File: config.mk
export PLATFORM = sky130hd
export DESIGN_NAME = vpts_queue
export DESIGN_NICKNAME = d
export VERILOG_FILES = /design/src/sv/vpts_pkg.sv /design/src/sv/vpts_queue.sv
export SDC_FILE = /design/constraint.sdc
export NUM_CORES = 1
export LEC_CHECK = 0
export BUFFER_PORTS_ARGS = -buffer_cell sky130_fd_sc_hd__buf_2
export CAP_MARGIN = 20
export CORE_UTILIZATION = 60
export DETAILED_ROUTE_END_ITERATION = 6
export PLACE_DENSITY = 0.91
export SLEW_MARGIN = 20
export SYNTH_ARGS = -nofsm -noshare
export SYNTH_HDL_FRONTEND = slang
export SYNTH_SLANG_ARGS = --single-unit
export TNS_END_PERCENT = 30
File: constraint.sdc
create_clock -name clk -period 7.5 [get_ports clk]
set_input_delay 1.5 -clock clk [delete_from_list [all_inputs] [get_ports clk]]
set_output_delay 1.5 -clock clk [all_outputs]
set_load 0.01 [all_outputs]
File: src/sv/vpts_pkg.sv
// Shared types, register indexes and saturation helper for the vertex projection block.
package vpts_pkg;

  typedef struct packed {
    logic signed [31:0] vertex_x;
    logic signed [31:0] vertex_y;
    logic signed [31:0] vertex_z;
    logic signed [31:0] vertex_w;
  } vertex_in_t;

  typedef struct packed {
    logic signed [31:0] screen_x;
    logic signed [31:0] screen_y;
    logic               divide_error;
  } screen_out_t;

  typedef struct packed {
    logic signed [31:0] cx;
    logic signed [31:0] cy;
    logic signed [31:0] cw;
  } clip_t;

  typedef logic signed [31:0] coef_t;
  typedef coef_t [2:0][3:0] coef_mat_t;

  localparam int QDepth = 4;

  localparam logic [3:0] RegRow0C01 = 4'd0;
  localparam logic [3:0] RegRow0C23 = 4'd1;
  localparam logic [3:0] RegRow1C01 = 4'd2;
  localparam logic [3:0] RegRow1C23 = 4'd3;
  localparam logic [3:0] RegRow3C01 = 4'd4;
  localparam logic [3:0] RegRow3C23 = 4'd5;
  localparam logic [3:0] RegWidth   = 4'd6;
  localparam logic [3:0] RegHeight  = 4'd7;

  localparam logic signed [31:0] S32Max = 32'sh7fff_ffff;
  localparam logic signed [31:0] S32Min = 32'sh8000_0000;

  // Clamp a wide signed value to the signed 32-bit range.
  function automatic logic signed [31:0] sat32(input logic signed [67:0] v);
    logic signed [67:0] hi;
    logic signed [67:0] lo;
    hi = {{36{1'b0}}, S32Max};
    lo = {{36{1'b1}}, S32Min};
    if (v > hi) return S32Max;
    if (v < lo) return S32Min;
    return v[31:0];
  endfunction

endpackage

File: src/sv/vpts_queue.sv
// Short queue of clip-space words between the front and the back.
module vpts_queue (
  input  logic             clk,
  input  logic             rst,
  input  logic             push,
  input  vpts_pkg::clip_t  push_data,
  output logic             full,
  input  logic             pop,
  output vpts_pkg::clip_t  pop_data,
  output logic             empty
);
  import vpts_pkg::*;

  localparam int PtrW = $clog2(QDepth);

  clip_t             mem [QDepth];
  logic [PtrW-1:0]   wr_ptr, rd_ptr;
  logic [PtrW:0]     count;

  assign full     = (count == (PtrW+1)'(QDepth));
  assign empty    = (count == '0);
  assign pop_data = mem[rd_ptr];

  // Advance pointers and count.
  always_ff @(posedge clk) begin
    if (rst) begin
      wr_ptr <= '0;
      rd_ptr <= '0;
      count  <= '0;
    end else begin
      if (push) wr_ptr <= wr_ptr + 1'b1;
      if (pop)  rd_ptr <= rd_ptr + 1'b1;
      if (push && !pop) count <= count + 1'b1;
      else if (pop && !push) count <= count - 1'b1;
    end
  end

  // Store the pushed word.
  always_ff @(posedge clk) begin
    if (push) begin
      mem[wr_ptr] <= push_data;
    end
  end

endmodule

Yosys cells after proc, flatten, opt, wreduce, memory -nomap -nowiden. Memories as Yosys holds them, arrays and structs flattened. A register that Yosys moved wholly into a read port is not among the register bits. Cells that the tools add are included. Widths: inputs -> output; s select.

Memories: 1. RAM bits: 384. Flip-flop bits (word level): 7. Input bits: 100.

Memory list: mem (words 4, width 96, rd ports 1, clocked after memory_dff 1, wr ports 1, line vpts_queue.sv:16) `clip_t mem [QDepth];`.

Eq/ne operators: 1. Reduce and logical (&&, ||, !) cells: 6. Mux-type cells: 6. Add/subtract/negate cells: 4.

Operator list (number): $mux 3 (2); $add 2x1->2 const B (2); $mux 2 (2); $add 3x1->3 const B (1); $eq 3x3->1 const B (1); $logic_not 3->1 (1); $sub 3x1->3 const B (1); $logic_and 1x1->1 (2); $logic_not 1->1 (2); $mux 1 (2); $reduce_bool 2->1 (1).

Depth between registers and ports, before layout. Gate-level depths: netlist of the first run.

Depth after elaboration: 4. Mapped depth: 7. Gate-level depth less buffers: 7.

Least setup slack after synthesis of the first run. No wires, ideal clock.

Kind: in2reg. From: input port push. To: memory mem[0][0] (netlist bit), enable pin. Stages: 1. Arrival time: 3720 ps. Buffers on the path: 0. Data required time: 7035 ps. Setup time: 465 ps. Path slack: 3315 ps. Cells stage by stage: and2_1.

Cells in the longest elaborated chain, start to end: 2.

Ends and longest elaborated chain: from (decl) (line vpts_queue.sv:5) `input logic push,`; $mux 1 (line vpts_queue.sv:40) `if (push) begin`; $mux 1 (not written as such) (line vpts_queue.sv:41) `mem[wr_ptr] <= push_data;`; to (decl) (line vpts_queue.sv:16).

Every way passes these cells.

==> summary.md, run 1 <==
| Metric | Value |
|---|---|
| Total track usage | 0.219 |
| 1st-iter DRT viols | 507 |
| Clock Tree Buf Depth | 3 |
| Core area | 23400 µm² |
| Final core area utilization | 0.715 |
| RePlAce Congestion | 0.741 |
| Vias in the first global route | approximately 6.9k |
| Rows | 56 |
| Dpl hpwl | roughly 16 mm |
| Max VDD drop | about 0.23 mV |
| Most used cells in the layout excluding fill and tap cells | 384 x edfxtp_1, 197 x buf_2, 96 x mux4_2, 39 x clkbuf_16, 14 x clkbuf_1 |
| Hold Path Class | flip-flop to flip-flop |
| Final Net Count | 873 |
| Largest net degree at the start of global routing | 83 |
| Post-route cell area | 16700 µm² |
| WL met1 | 9.91 mm |
| H-tree depth | 2 |
| Slew HR | 0.319 |
| Vias | 6434 |
| Postcts setup bufs | 0 |
| FF+latch count, synth | 393 |
| Unique masters post-synth | 22 |
| Slew at the pin closest to its max-slew limit | slightly above 1000 ps |
| Share of cells above drive strength 1 | 0.442 |
| CTS resizes | 0 |
| Die ar. | 24400 µm² |
| Met3 routed WL | about 2.1 mm |
| Register area share after synthesis | 0.820 |
| Final setup TNS | 0 ps |
| Clock skew | 8.84 ps |
| Status | completed |
| RSZ-0062 raised after global routing | false |
| # port buffers | 197 |
| Die Y | 156 µm |
| Leak | 5.62 nW |
| Worst setup EP type | output pin |
| Synthesized net count | 652 |
| Syn Area/Cell | 26.2 µm² |
| Clock sink total | 393 |
| Grt ovf | 0 |
| Worst-path fanout max | 35 |
| Wire per inst | ~23 µm |
| Number of max-slew violations in the final report | 0 |
| Hold Buf Count CTS | 0 |
| # DRC | 0 |
| Final WS setup | 3190 ps |
| Layout area overhead | 17.1% |
| Worst-path clk slew | 60 ps |
| Drt first pass iters | 5 |
| Pwr dens | 283 nW/µm² |
| ANT nets after route | 0 |
| Vias/cell | 5.75 |
| Initial Utilization | 0.611 |
| DIE WIDTH | 156 µm |
| Fin crit period | between 4000 and 5000 ps |
| Num CTS Buffers | 38 |
| I/O Pins | 198 |
| CP arrival | 2810 ps |
| Commonest non-fill, non-tap cell in the layout | edfxtp_1 |
| Initial antenna violation count | 3 |
| Clk_lat worst skew | 500 ps |
| Post-Syn Area | 14300 µm² |
| Final setup violation count | 0 |
| Final Cycle Share | 0.575 |
| Place WS | 3580 ps |
| Synthesized netlist cell count | 546 |
| Critical Path RT | 6000 ps |
| First-pass GRT wire length | 38.7 mm |
| Fmax | about 230 MHz |
| CTS tree | built |
| Top layer reached by signal wires | met4 |
| Startpoint types | flip-flop |
| Final hold violations | 0 |
| Root buffer cell | clkbuf_16 |
| Synth warn | 0 |
| Wire length on met2 | 13.6 mm |
| Max-Cap Viols | 0 |
| Setup CP Type | flip-flop to output pin |
| Final wirelength | 26.1 mm |
| Post-Place Cell Area | 15600 µm² |
[sequential cells by signal (all words and copies together) (netlist names), named ones only]
register / count
mem: 384
count: 3
rd_ptr: 2
wr_ptr: 2
[synth_stat cells]
| library cell | number | area (µm²) |
|---|---|---|
| inv_1 | 4 | 15.0 |
| or3_1 | 1 | 6.26 |
| xnor2_1 | 2 | 17.5 |
| buf_6 | 1 | 11.3 |
| nor3b_1 | 1 | 7.51 |
| clkbuf_1 | 6 | 22.5 |
| xor2_1 | 3 | 26.3 |
| buf_8 | 4 | 60.1 |
| a21oi_1 | 1 | 5.00 |
| ha_1 | 5 | 62.6 |
| buf_2 | 11 | 55.1 |
| nand2_1 | 1 | 3.75 |
| nor2_1 | 7 | 26.3 |
| mux4_2 | 96 | 2160 |
| nor3_1 | 1 | 5.00 |
| o21ai_0 | 1 | 5.00 |
| dfxtp_1 | 9 | 180 |
| fa_1 | 1 | 20.0 |
| and2_1 | 4 | 25.0 |
| buf_12 | 1 | 20.0 |
| mux2i_1 | 2 | 20.0 |
| edfxtp_1 | 384 | 11500 |
[area by class of cell]
class / instances / area (µm²)
timing repair buffer: 204 / 1050
inverter: 4 / 15.0
antenna: 5 / 12.5
clock buffer: 54 / 1040
multi-input combinational: 126 / 2400
fill: 1360 / 6680
sequential: 393 / 11700
tap: 319 / 399
clock inverter: 13 / 86.3
[logic make-up after synthesis]
| group | synth area share |
|---|---|
| buffers and inverters | 0.0129 |
| DFF | 0.820 |
| xor gates and xnor gates | 0.00307 |
| adders and majority gates | 0.00578 |
| AOI/OAI and AO/OA | 0.000700 |
| and+or+nand+nor | 0.00517 |
| muxes | 0.153 |
[through the flow]
stage	hold WS [ps]	cells	total power, W
finish	539	1118	0.00473
global route	556	1114	0.00489
CTS	543	1113	0.00478
detailed placement	517	1046	0.00306
global placement	479	1046	0.00303
floorplan	466	546	0.00287
[layer usage]
metal / vias to the layer above / GRT usage
met1: 3346 / 0.276
li1: 2787 / -
met2: 257 / 0.378
met5: - / 0
met4: 0 / 0.0570
met3: 44 / 0.0584
[worst max-delay path, cell delays in order (launching register included)]
cell and delay (ps):
dfxtp_4 780, buf_4 700, mux4_2 620, buf_2 160
[worst paths after layout]
path | slack (ps) | from | to | cells past startpoint
max | 3190 | flip-flop | pop_data[24] | 3
min | 540 | count[2] | count[2] | 2
max reg2reg | 5190 | wr_ptr[0] | mem[1][79] | 3
min reg2reg | 540 | count[2] | count[2] | 2
[power by group]
part | leakage (nW) | internal [W] | switching [W] | total, W
Sequential | 3.60 | 0.00252 | 0.0000410 | 0.00257
Clock | 0.544 | 0.00100 | 0.000729 | 0.00173
Combinational | 1.47 | 0.000203 | 0.000235 | 0.000437
Power figures use the tool's default switching activity.
==> inputs of run 2 (changes only) <==
--- a/config.mk
+++ b/config.mk
@@ -5,11 +5,12 @@
 export SDC_FILE = /design/constraint.sdc
 export NUM_CORES = 1
 export LEC_CHECK = 0
+export ABC_AREA = 1
 export BUFFER_PORTS_ARGS = -buffer_cell sky130_fd_sc_hd__buf_2
 export CAP_MARGIN = 20
-export CORE_UTILIZATION = 60
+export CORE_UTILIZATION = 57
 export DETAILED_ROUTE_END_ITERATION = 6
-export PLACE_DENSITY = 0.91
+export PLACE_DENSITY = 0.87
 export SLEW_MARGIN = 20
 export SYNTH_ARGS = -nofsm -noshare
 export SYNTH_HDL_FRONTEND = slang
==> constraint.sdc (replaced) <==
create_clock -name clk -period 4.02 [get_ports clk]
set_input_delay 0.804 -clock clk [delete_from_list [all_inputs] [get_ports clk]]
set_output_delay 0.804 -clock clk [all_outputs]
set_load 0.01 [all_outputs]
==> run 2 against run 1 <==
Compared with the run above: synthesized cell count increased by 81%; first-iteration DRC count up 59%; clock skew increased by 2.5 ps.
==> summary.md, run 2 <==
| Metric | Value |
|---|---|
| Root buffer cell | clkbuf_16 |
| Core area | 25300 µm² (+7.9%) |
| Register area share after synthesis | 0.796 (-0.0242) |
| Slew HR | 0.436 (+0.117) |
| Final hold violations | 0 (unchanged) |
| Post-Syn Area | 14700 µm² (+3.0%) |
| Flip-flop count of the largest register after layout | 384 (unchanged) |
| Worst-path clk slew | 60 ps (about the same) |
| Max-Cap Viols | 0 (unchanged) |
| Rows | 58 (+3.6%) |
| RSZ-0062 raised after global routing | false |
| Top FF cell, synth | edfxtp_1 |
| Post-synthesis compound-gate area fraction | 0.109 (+0.108) |
| Commonest non-fill, non-tap cell in the layout | edfxtp_1 |
| Clk_lat worst skew | 520 ps (+20 ps) |
| XOR/XNOR share of the synthesized area | 0.000595 (-0.00247) |
| Vias | 8892 (+38%) |
| Yosys top cell by area | edfxtp_1 |
| Vias/cell | 5.81 (+0.99%) |
| Worst setup EP type | output pin |
| Worst-path fanout max | 58 (+66%) |
| I/O Pins | 198 (unchanged) |
| Ranking of synthesized cells by area | edfxtp_1 78%, nor2_1 5.0%, o22ai_1 4.1%, o21ai_0 3.6%, o21ai_1 3.1% |
| Final Net Count | 1278 (+46%) |
| Slew at the pin closest to its max-slew limit | 846 ps (-176 ps) |
| Pwr dens | 521 nW/µm² (+84%) |
| Max stage delay on crit path | 550 ps (-230 ps) |
| Post-synth EDFFs | 384 (unchanged) |
| Die Y | 163 µm (+4.1%) |
| Largest family of logic cells by synthesized area | compound AO/OA/AOI/OAI gates |
| Crit path buffers/inverters | 3 (+1) |
| HP Start | rd_ptr[1] |
| Fin crit period | between 3000 and 4000 ps |
| Unique masters post-synth | 22 (unchanged) |
| Async SR Flop Fraction | 0 (unchanged) |
| Wire per inst | 19.5 µm (-16%) |
| Final wirelength | 29.9 mm (+15%) |
| CTS resizes | 0 (unchanged) |
| Synthesized netlist cell count | 986 (+81%) |
| DIE WIDTH | 163 µm (+4.1%) |
| Largest net degree at the start of global routing | 193 (+130%) |
| CP arrival | 2350 ps (-460 ps) |
| Share of cells above drive strength 1 | 0.221 (-0.222) |
| Status | completed |
| Fmax | around 320 MHz |
| CP top delay family | buffers and inverters |
| First-pass GRT wire length | 44.9 mm (+16%) |
| Synth cell count leaders | 384 x edfxtp_1, 198 x nor2_1, 106 x o21ai_0 |
| Synthesized net count | 1092 (+67%) |
| Postcts setup bufs | 0 (unchanged) |
| ANT nets after route | 0 (unchanged) |
| Startpoint types | flip-flop |
| Mux cell area share after synthesis | 0 (-0.153) |
| FF+latch count, synth | 393 (unchanged) |
| Reg with most FFs | mem |
| 1st-iter DRT viols | 807 (+59%) |
| Hold WS | 435 ps (-104 ps) |
| CP cell instances | clkinv_2 -> buf_4 -> o21ai_0 -> o22ai_1 -> buf_2 |
| Die ar. | 26500 µm² (+8.4%) |
| Final Cycle Share | 0.784 |
| Fillers | 1669 (+23%) |
| Final setup violation count | 0 (unchanged) |
| Clock sink total | 393 (unchanged) |
| Hold Path Class | flip-flop to flip-flop |
| # port buffers | 197 (unchanged) |
| Hold Buf Count CTS | 0 (unchanged) |
| Clock skew | 11.3 ps (+2.47 ps) |
| RR Startpoint | wr_ptr[0] |
| Dpl hpwl | 16.4 mm (+3.4%) |
| Max VDD drop | 0.363 mV (+57%) |
| Number of max-slew violations in the final report | 0 (unchanged) |
| Synth warn | 0 (unchanged) |
| # DRC | 0 (unchanged) |
| Grt ovf | 0 (unchanged) |
| Total track usage | 0.222 (+0.00312) |
| Leak | 5.95 nW (+6.0%) |
| Initial antenna violation count | 4 (+1) |
| Vias in the first global route | 8880 (+29%) |
| Critical Path RT | 3220 ps (-2780 ps) |
| Most common cell in the netlist | edfxtp_1 |
| Top cell type's share of synthesized area | 0.783 (-0.0238) |
| Drt first pass iters | 5 (unchanged) |
| Final setup TNS | 0 ps (unchanged) |
| CTS tree | built |
| H-tree depth | 2 (unchanged) |
| Most used cells in the layout excluding fill and tap cells | 384 x edfxtp_1, 198 x nor2_1, 197 x buf_2, 106 x o21ai_0, 96 x o22ai_1 |
| Layout area overhead | 15.7% |
| Post-Synth Simple-Gate Area | 0.0542 (+0.0491) |
| Clock Tree Buf Depth | 3 (unchanged) |
| Initial Utilization | 0.583 (-0.0276) |
| RePlAce Congestion | 0.749 (+1.1%) |
| Num CTS Buffers | 38 (unchanged) |
| Slowest cell on crit path | dfxtp_4 |
| Post-Synth Adder-Cell Area | 0.00561 (-0.000170) |
| Syn Area/Cell | 14.9 µm² (-43%) |
| Setup CP Type | flip-flop to output pin |
| Largest regs | mem (384), count (3) |
-- run 2: cell families (layout without fill, tap and decap cells) --
| logic type | Yosys count | in the layout |
|---|---|---|
| AND/OR/NAND/NOR | 211 | 211 |
| adder cells (fa/ha/maj) | 6 | 6 |
| AO/OA/AOI/OAI | 296 | 296 |
| buffers and inverters | 79 | 290 |
| XOR/XNOR | 1 | 1 |
| other | 0 | 3 |
| flip-flops | 393 | 393 |
-- run 2: metrics by stage --
stage	instances	utilization	instance area, µm²	power, W	setup WS [ps]
final	1530	0.675	17000	0.00888	869
after global routing	1527	0.674	17000	0.00914	769
after CTS	1527	0.674	17000	0.00893	875
after detailed placement	1462	0.628	15900	0.00562	1420
after floorplan	986	-	14700	0.00529	878
after global placement	1462	0.628	15900	0.00558	1480
-- run 2: worst paths after layout --
path              slack [ps]  cells after the start           end
hold reg to reg          430                      1     flip-flop
setup reg to reg        2090                      5    mem[2][43]
setup / recovery         870                      5  pop_data[86]
hold / removal           430                      1     flip-flop
-- run 2: power breakdown --
part | total [W] | switching [W] | internal [W]
Sequential | 0.00474 | 0.0000554 | 0.00468
Clock | 0.00334 | 0.00139 | 0.00195
Combinational | 0.000794 | 0.000528 | 0.000266
-- run 2: routing by layer --
layer,track usage,wire (µm)
met1,0.270,11600
met2,0.383,15100
met3,0.0537,2460
met4,0.0824,687
met5,0,27
-- run 2: layout make-up --
type,count,area (µm²),area share
Multi-Input combinational cell,514,2490,0.146
Clock buffer,54,1090,0.0643
Clock inverter,11,76.3,0.00448
Timing Repair Buffer,208,1160,0.0679
Tap cell,330,413,0.0242
Sequential cell,393,11700,0.688
Inverter,17,80.1,0.00470
Antenna cell,3,7.51,0.000441
